--- config.mk ---
export PLATFORM = sky130hd
export DESIGN_NAME = per_peer_replay_window_core
export DESIGN_NICKNAME = d
export VERILOG_FILES = /design/src/hdl/ppr_pkg.sv /design/src/hdl/ppr_ram.sv /design/src/hdl/per_peer_replay_window_core.sv
export SDC_FILE = /design/constraint.sdc
export NUM_CORES = 1
export LEC_CHECK = 0
export BUFFER_PORTS_ARGS = -buffer_cell sky130_fd_sc_hd__buf_2
export CORE_MARGIN = 3
export CORE_UTILIZATION = 45
export CTS_BUF_LIST = sky130_fd_sc_hd__clkbuf_8
export DETAILED_ROUTE_END_ITERATION = 7
export SLEW_MARGIN = 20
export SYNTH_ARGS = -nofsm -noshare
export SYNTH_HDL_FRONTEND = slang
export SYNTH_SLANG_ARGS = --single-unit
--- constraint.sdc ---
create_clock -name aclk -period 19.3 [get_ports aclk]
set_clock_uncertainty 0.1 [all_clocks]
set_input_delay 3.86 -clock aclk [delete_from_list [all_inputs] [get_ports aclk]]
set_output_delay 3.86 -clock aclk [all_outputs]
set_load 0.005 [all_outputs]
--- src/hdl/ppr_pkg.sv ---
// Package with constants and types shared by the per-peer replay window files.
package ppr_pkg;

    // Number of peer slots and the largest accepted age window.
    localparam int PEERS      = 8;
    localparam int WINDOW_MAX = 64;

    // Fixed field widths.
    localparam int PEER_W     = 3;
    localparam int SEQ_W      = 32;
    localparam int CFG_W      = 8;
    localparam int MASK_BITS  = 64;
    localparam int MASK_AW    = $clog2(MASK_BITS);

    // Derived widths.
    localparam int PEER_AW    = (PEERS > 1) ? $clog2(PEERS) : 1;
    localparam int WIN_W      = $clog2(WINDOW_MAX + 1);
    localparam int REC_W      = SEQ_W + MASK_BITS;

    // Sequencer states.
    typedef enum logic {
        PPR_IDLE,
        PPR_EXEC
    } ppr_state_t;

endpackage

--- src/hdl/ppr_ram.sv ---
// Generic single-write, single-read RAM with a registered read port.
module ppr_ram #(
    parameter int WIDTH = 8,
    parameter int DEPTH = 8,
    parameter int AW    = (DEPTH > 1) ? $clog2(DEPTH) : 1
) (
    input  logic             aclk,
    input  logic             we,
    input  logic [AW-1:0]    wr_addr,
    input  logic [WIDTH-1:0] wr_data,
    input  logic             rd_en,
    input  logic [AW-1:0]    rd_addr,
    output logic [WIDTH-1:0] rd_data
);

    logic [WIDTH-1:0] mem [DEPTH];
    logic [WIDTH-1:0] rd_data_reg;

    // Write port and registered read port.
    always_ff @(posedge aclk) begin
        if (we) begin
            mem[wr_addr] <= wr_data;
        end
        if (rd_en) begin
            rd_data_reg <= mem[rd_addr];
        end
    end

    assign rd_data = rd_data_reg;

endmodule

--- src/hdl/per_peer_replay_window_core.sv ---
// Top level of the per-peer anti-replay window check.
//
// Each input transaction names a peer slot and a 32-bit sequence number and
// yields one result transaction whose fresh bit accepts (1) or rejects (0)
// the packet. In the cycle of acceptance the peer's record (highest sequence
// and 64-bit seen mask) is read from the record RAM, and in the next cycle
// the record is updated and written back while the result is loaded into
// the output register. No new transaction is taken until that check is done
// and the output register is free. Started flags live in flip-flops and are
// cleared by reset, so no clearing pass is needed. Slots at or beyond the
// number of peers are rejected without any state change. A window size of
// 0 or above 64 means 64; write it only while the block is idle.
module per_peer_replay_window_core (
    input  logic                        aclk,
    input  logic                        aresetn,
    input  logic                        cfg_wr_en,
    input  logic [ppr_pkg::CFG_W-1:0]   cfg_wr_data,
    input  logic                        s_valid,
    output logic                        s_ready,
    input  logic [ppr_pkg::PEER_W-1:0]  s_peer_index,
    input  logic [ppr_pkg::SEQ_W-1:0]   s_sequence_req,
    output logic                        m_valid,
    input  logic                        m_ready,
    output logic                        m_fresh
);

    import ppr_pkg::*;

    ppr_state_t              state_reg, state_next;
    logic [CFG_W-1:0]        window_reg;
    logic [PEERS-1:0]        started_reg;
    logic [PEER_AW-1:0]      addr_reg;
    logic                    in_range_reg;
    logic [SEQ_W-1:0]        seq_reg;
    logic                    m_valid_reg;
    logic                    fresh_reg;

    logic                    s_accept;
    logic [WIN_W-1:0]        eff_window;
    logic [REC_W-1:0]        rd_data;
    logic [SEQ_W-1:0]        rd_highest;
    logic [MASK_BITS-1:0]    rd_mask;
    logic [SEQ_W-1:0]        delta;
    logic [SEQ_W-1:0]        age;
    logic                    ram_we;
    logic [SEQ_W-1:0]        wr_highest;
    logic [MASK_BITS-1:0]    wr_mask;
    logic                    fresh_calc;
    logic                    start_slot;

    assign s_accept = s_valid && s_ready;

    // Record RAM: highest sequence in the upper bits, seen mask in the lower.
    ppr_ram #(
        .WIDTH (REC_W),
        .DEPTH (PEERS),
        .AW    (PEER_AW)
    ) u_rec_ram (
        .aclk    (aclk),
        .we      (ram_we),
        .wr_addr (addr_reg),
        .wr_data ({wr_highest, wr_mask}),
        .rd_en   (s_accept),
        .rd_addr (PEER_AW'(s_peer_index)),
        .rd_data (rd_data)
    );

    assign rd_highest = rd_data[REC_W-1:MASK_BITS];
    assign rd_mask    = rd_data[MASK_BITS-1:0];

    // Effective window: zero or anything above the maximum means the maximum.
    always_comb begin
        if (window_reg == '0 || 32'(window_reg) > WINDOW_MAX) begin
            eff_window = WIN_W'(WINDOW_MAX);
        end else begin
            eff_window = WIN_W'(window_reg);
        end
    end

    assign delta = seq_reg - rd_highest;
    assign age   = rd_highest - seq_reg;

    // Window check and record update for the transaction in flight.
    always_comb begin
        ram_we     = 1'b0;
        wr_highest = rd_highest;
        wr_mask    = rd_mask;
        fresh_calc = 1'b0;
        start_slot = 1'b0;
        if (in_range_reg) begin
            if (!started_reg[addr_reg]) begin
                start_slot = 1'b1;
                ram_we     = 1'b1;
                fresh_calc = 1'b1;
                wr_highest = seq_reg;
                wr_mask    = MASK_BITS'(1);
            end else if (seq_reg > rd_highest) begin
                ram_we     = 1'b1;
                fresh_calc = 1'b1;
                wr_highest = seq_reg;
                if (delta >= SEQ_W'(MASK_BITS)) begin
                    wr_mask = MASK_BITS'(1);
                end else begin
                    wr_mask = (rd_mask << delta[MASK_AW-1:0]) | MASK_BITS'(1);
                end
            end else if (age >= SEQ_W'(eff_window) || age >= SEQ_W'(MASK_BITS)) begin
                fresh_calc = 1'b0;
            end else if (rd_mask[age[MASK_AW-1:0]]) begin
                fresh_calc = 1'b0;
            end else begin
                ram_we     = 1'b1;
                fresh_calc = 1'b1;
                wr_mask    = rd_mask | (MASK_BITS'(1) << age[MASK_AW-1:0]);
            end
        end
        if (state_reg != PPR_EXEC) begin
            ram_we     = 1'b0;
            start_slot = 1'b0;
        end
    end

    // Next-state logic.
    always_comb begin
        state_next = state_reg;
        case (state_reg)
            PPR_IDLE: begin
                if (s_accept) begin
                    state_next = PPR_EXEC;
                end
            end
            PPR_EXEC: begin
                state_next = PPR_IDLE;
            end
            default: begin
                state_next = PPR_IDLE;
            end
        endcase
    end

    // Outputs: accept only when idle and the output register frees up.
    always_comb begin
        case (state_reg)
            PPR_IDLE: s_ready = !m_valid_reg || m_ready;
            default:  s_ready = 1'b0;
        endcase
    end

    // Control registers.
    always_ff @(posedge aclk) begin
        if (!aresetn) begin
            state_reg   <= PPR_IDLE;
            window_reg  <= '0;
            started_reg <= '0;
            m_valid_reg <= 1'b0;
        end else begin
            state_reg <= state_next;
            if (cfg_wr_en) begin
                window_reg <= cfg_wr_data;
            end
            if (start_slot) begin
                started_reg[addr_reg] <= 1'b1;
            end
            if (state_reg == PPR_EXEC) begin
                m_valid_reg <= 1'b1;
            end else if (m_ready) begin
                m_valid_reg <= 1'b0;
            end
        end
    end

    // Payload registers.
    always_ff @(posedge aclk) begin
        if (s_accept) begin
            addr_reg     <= PEER_AW'(s_peer_index);
            in_range_reg <= 32'(s_peer_index) < PEERS;
            seq_reg      <= s_sequence_req;
        end
        if (state_reg == PPR_EXEC) begin
            fresh_reg <= fresh_calc;
        end
    end

    assign m_valid = m_valid_reg;
    assign m_fresh = fresh_reg;

    // An accepted transaction is always checked in the following cycle.
    a_accept_exec: assert property (@(posedge aclk) disable iff (!aresetn)
        s_accept |=> state_reg == PPR_EXEC)
        else $error("accepted transaction did not reach the check cycle");

    // The check cycle always loads a result into the output register.
    a_exec_result: assert property (@(posedge aclk) disable iff (!aresetn)
        state_reg == PPR_EXEC |=> m_valid_reg && state_reg == PPR_IDLE)
        else $error("check cycle did not produce a result");

    // A slot out of range never changes the record RAM.
    a_range_nowrite: assert property (@(posedge aclk) disable iff (!aresetn)
        (state_reg == PPR_EXEC && !in_range_reg) |-> !ram_we)
        else $error("record written for a slot out of range");

    // The first packet of a slot is always accepted as fresh.
    a_first_fresh: assert property (@(posedge aclk) disable iff (!aresetn)
        start_slot |=> m_fresh)
        else $error("first packet of a slot was rejected");

endmodule

==> results of run 1 <==
-- per-layer routing --
layer / GRT usage, % / vias up
li1: - / 11700
met3: 5.13 / 196
met4: 7.94 / 0
met1: 34.0 / 14000
met5: 0 / -
met2: 35.3 / 1205
-- final cells by class --
cell class,count,area share [%]
Sequential cell,918,56.9
Multi-Input combinational cell,1694,32.0
Clock buffer,154,4.40
Tap cell,1265,3.29
Clock inverter,114,1.42
Timing Repair Buffer,102,1.37
Inverter,89,0.694
Antenna cell,1,0.00520
-- synthesized netlist by cell type, drive strengths merged (7+ instances only) --
library cell / number
a211oi: 23
a21o: 21
a21oi: 110
a22oi: 71
a31oi: 7
and2: 7
and3: 12
buf: 64
clkbuf: 130
dfxtp: 18
edfxtp: 900
ha: 70
inv: 87
mux2: 112
mux2i: 118
mux4: 241
nand2: 166
nand2b: 10
nand3: 43
nand3b: 13
nand4: 95
nor2: 190
nor2b: 17
nor3: 33
nor4: 17
o211ai: 22
o21a: 24
o21ai: 132
o21bai: 9
o22ai: 16
xnor2: 19
xor2: 15
-- power by group --
part | switching, uW | internal [uW]
clock network | 766 | 827
registers | 37.1 | 2230
logic | 577 | 307
-- logic make-up after synthesis --
kind of cell | count (synthesis) | synth area share (%)
DFF | 918 | 62.6
and+or+nand+nor | 630 | 6.92
AOI/OAI and AO/OA | 487 | 7.13
muxes | 471 | 18.0
buffers and inverters | 283 | 2.63
adders and majority gates | 72 | 2.09
xor gates and xnor gates | 34 | 0.697
-- worst paths after layout --
kind	start	endpoint	slack [ps]	cells past startpoint
worst max-delay path	m_ready	s_ready	10940	4
worst min-delay path	started_reg[3]	started_reg[3]	370	1
worst max register to register	u_rec_ram.rd_data[64]	u_rec_ram.mem[1][73]	11010	18
worst min register to register	started_reg[3]	started_reg[3]	370	1
-- worst max-delay path: cells and delay by family --
kind                   cells  cell delay, ps
AOI/OAI and AO/OA          1             250
buffers and inverters      3             280
-- per-stage QoR --
stage          hold WS [ps]  setup WS, ps  cell area [um^2]  utilization, %
4_1_cts                 372         10940             48200            50.3
3_3_place_gp            343         10920             45400            47.4
2_1_floorplan           335          4880             43800               -
6_report                371         10940             48200            50.3
3_5_place_dp            355         10950             45400            47.4
5_1_grt                 381         10650             48200            50.3
==> impl_metrics.tcl, run 1 <==
set metrics [dict create \
    met1Wirelength_um 52300 \
    min_path_type "reg2reg" \
    top_layer "met4" \
    drv_cap 0 \
    seqCellArea_um2 27400 \
    cts.sinks 918 \
    start_kind "input port" \
    rows 113 \
    synth_area_um2 43800 \
    io_pins 51 \
    clock_latency_ps 840 \
    crit_required_ps 15340 \
    gr-total-overflow 0 \
    synth_edf_count 900 \
    drive_above_1_share_pct 22.1 \
    post-route-period-util_pct 43.3 \
    synthesis.nets 3015 \
    rsz0062_at_grt "no" \
    die_h_um 318 \
    routed_wl_um 119000 \
    synth_top_cell_by_area "edfxtp_1" \
    yosysWarnings 0 \
    antenna_found_initial 4 \
    slowest_stage "a21oi_1" \
    cts_buffers 151 \
    final_common_cell "edfxtp_1" \
    crit_path_frequent_cell "buf_2" \
    cts_max_path_buffers 3 \
    start_util_pct 45.7 \
    postCtsSetupBuffers 0 \
    clk_pin_slew_ps 60 \
    dpl.hpwl_um 74900 \
    max_stage_delay_ps 250 \
    synth_top_area_share_pct 61.7 \
    drtPass1Iterations 6 \
    first_global_vias 27400 \
    fillers 8013 \
    ant_nets 0 \
    design.die.area_um2 101000 \
    clockRootBuffer "clkbuf_8" \
    ys.flop_type "edfxtp_1" \
    yosysSeqAreaShare_pct 62.6 \
    syn_to_final_growth_pct 10.0 \
    dp_cells 4068 \
    p_per_area_nw_per_um2 98.5 \
    path_max_fanout 4 \
    num_vias 27100 \
    htreeDepth 4 \
    nNetsFinal 3076 \
    multiInputGateArea_um2 15400 \
    slew_headroom_pct 23.2 \
    grt_max_degree 75 \
    slew_viol_final 0 \
    fmax_mhz 120 \
    dr.first_iter.drc_count 2756 \
    cp_data_arrival_time_ps 4400 \
    tritoncts "built" \
    path_class "in2out" \
    outcome "completed" \
    yosysUniqueCellTypes 80 \
    largest_register_ffs 768 \
    die-width_um 318 \
    post_drt_via_cell_ratio 6.24 \
    track_usage_pct 23.5 \
    p_total_uw 4750 \
    setup_viol 0 \
    drc 0 \
    final_cell_mix "edfxtp_1 (900), mux4_2 (241), nor2_1 (190)" \
    cp-end-kind "primary output" \
    grt_pass1_wl_um 179000 \
    finalNonFillerCells 4337 \
    postCtsHoldBufs 0 \
    yosys-top-cells-area "edfxtp_1 (62%), mux4_2 (12%), mux2_2 (2.9%), mux2i_1 (2.7%), ha_1 (2.0%)" \
    met2_length_um 54000 \
    port_buffers 50 \
    p_leak_uw 0.0163 \
    post-route-min-period_ps 8360 \
    route.met3.wl_um 9430 \
    synth-seq-cells 918 \
    gp_congestion 0.966 \
    post_cts_resized 0 \
    syn_avg_cell_area_um2 15.1 \
    async_flop_share_pct 0 \
    core-area_um2 95700 \
    synthCells 2895 \
    finalSetupTns_ps 0 \
    finalHoldViolations 0 \
    drt-wirelength-per-cell_um 27.4 \
    tightest_slew_ps 1140 \
    ir_drop_v 0.0000551 \
    path_cells "buf_2 > inv_1 > a21oi_1 > buf_2" \
]
No activity file was read; power rests on OpenSTA's default activity.
==> run 2: changes to the inputs <==
Clock period 19.3 ns to 7.7 ns, I/O delays scaled along.
==> run 2 against run 1 <==
Against the previous run: sequential share of layout area shrank 0.58 points; die area is the same; critical path type is now reg2reg; total power grew to 2.6 times the previous value; critical path depth up 12.
==> impl_metrics.tcl, run 2 (synthesized netlist as in run 1, its figures left out) <==
set metrics [dict create \
    max_stage_delay_ps 820 \
    path_class "reg2reg" \
    design_area_um2 48700 \
    p_per_area_nw_per_um2 252 \
    crit_required_ps 8140 \
    path_cells "inv_1 > ha_1 > inv_1 > fa_1 > xnor2_1 > clkinv_1 > ha_1 > a211oi_1 > o21ai_0 > nor4_1 > nand4_1 > nor4bb_1 > o2111a_2 > buf_4 > nand4_1 > a22oi_1" \
    post_dp_cell_area_um2 45700 \
    nNetsFinal 3075 \
    r2r-end "u_rec_ram.mem[3][37]" \
    tritoncts "built" \
    tightest_slew_ps 1130 \
    drive_above_1_share_pct 22.9 \
    port_buffers 50 \
    cts_buffers 150 \
    holdPathStages 1 \
    reg2reg_slack_ps 1400 \
    drv_cap 0 \
    min_path_type "reg2reg" \
    cp_data_arrival_time_ps 6740 \
    antenna_found_initial 2 \
    largest_register_ffs 768 \
    post_drt_via_cell_ratio 6.34 \
    clk_pin_slew_ps 60 \
    min_from "started_reg[1]" \
    dpl.hpwl_um 77900 \
    postCtsHoldBufs 0 \
    clock_latency_ps 840 \
    num_vias 27500 \
    cts.sinks 918 \
    rows 113 \
    r2r-start "u_rec_ram.rd_data[64]" \
    p_leak_uw 0.0164 \
    finalHoldViolations 0 \
    hold_end "started_reg[1]" \
    post_cts_resized 0 \
    fmax_mhz 159 \
    slew_headroom_pct 24.5 \
    start_kind "flip-flop" \
    drt-wirelength-per-cell_um 29.1 \
    setup_viol 0 \
    final_common_cell "edfxtp_1" \
    path_max_fanout 64 \
    gr-total-overflow 0 \
    rsz0062_at_grt "no" \
    slowest_stage "buf_4" \
    utilization_pct 50.8 \
    design.die.area_um2 101000 \
    die-width_um 318 \
    cp_num_buf_inv 4 \
    postCtsSetupBuffers 0 \
    finalNonFillerCells 4341 \
    ir_drop_v 0.000117 \
    die_h_um 318 \
    core-area_um2 95700 \
    ant_nets 0 \
    cts_max_path_buffers 3 \
    dp_slack_ps 1560 \
    grt_pass1_wl_um 186000 \
    start_util_pct 45.7 \
    critPathLaunch "u_rec_ram.rd_data[64]" \
    io_pins 51 \
    drtPass1Iterations 6 \
    cp-end-kind "flip-flop" \
    clockRootBuffer "clkbuf_8" \
    first_global_vias 27400 \
    track_usage_pct 24.7 \
    slew_viol_final 0 \
    htreeDepth 4 \
    post-route-period-util_pct 81.8 \
    drc 0 \
    r2r_cells 16 \
    gp_congestion 0.953 \
    post-route-min-period_ps 6300 \
    fin_ws_ps 1400 \
    grt_max_degree 132 \
    syn_to_final_growth_pct 11.1 \
    outcome "completed" \
    final_cell_mix "edfxtp_1 (900), mux4_2 (241), nor2_1 (185)" \
    routed_wl_um 126000 \
    crit_family "buffers and inverters" \
    dp_cells 4068 \
    dr.first_iter.drc_count 3581 \
]
-- run 2: cell type report --
| cell class | instances | area [um^2] |
|---|---|---|
| Antenna cell | 1 | 2.50 |
| Clock buffer | 152 | 2090 |
| Clock inverter | 120 | 906 |
| Fill cell | 7836 | 47100 |
| Inverter | 89 | 334 |
| Multi-Input combinational cell | 1694 | 15500 |
| Sequential cell | 918 | 27400 |
| Tap cell | 1265 | 1580 |
| Timing Repair Buffer | 102 | 862 |
-- run 2: worst max path at each step --
stage / to / slack, ps / cells after the start
finish: u_rec_ram.mem[3][37] / 1400 / 16
detailed placement: u_rec_ram.mem[0][37] / 1560 / 16
global route: u_rec_ram.mem[7][36] / 1020 / 16
CTS: u_rec_ram.mem[3][37] / 1460 / 16
global placement: u_rec_ram.mem[5][30] / 1710 / 16
floorplan: u_rec_ram.mem[3][0] / -420 / 19
-- run 2: metrics by stage --
step	setup TNS (ps)	power, uW	hold slack [ps]
3_5_place_dp	0	8020	362
2_1_floorplan	-198890	7260	335
3_3_place_gp	0	8020	344
4_1_cts	0	12300	376
5_1_grt	0	12700	384
6_report	0	12300	373
-- run 2: per-layer routing --
layer	GRT usage [%]	wire length, um	up-vias
li1	-	-	11700
met1	35.8	54800	14300
met2	38.0	58100	1339
met3	5.16	10600	205
met4	7.11	3030	0
met5	0	0	-
-- run 2: worst reg2reg max path: stages, from the launching register on --
cell      delay, ps
edfxtp_1        430
inv_1           100
ha_1            170
inv_1            60
fa_1            430
xnor2_1         740
clkinv_1        570
ha_1            430
a211oi_1        240
o21ai_0         150
nor4_1          180
nand4_1         140
nor4bb_1        310
o2111a_2        300
buf_4           820
nand4_1         290
a22oi_1         570
-- run 2: report_power, final --
part           total [uW]  switching [uW]  internal [uW]
logic                2290            1520            777
clock network        4270            1970           2300
registers            5690            94.2           5590
total               12300            3580           8670
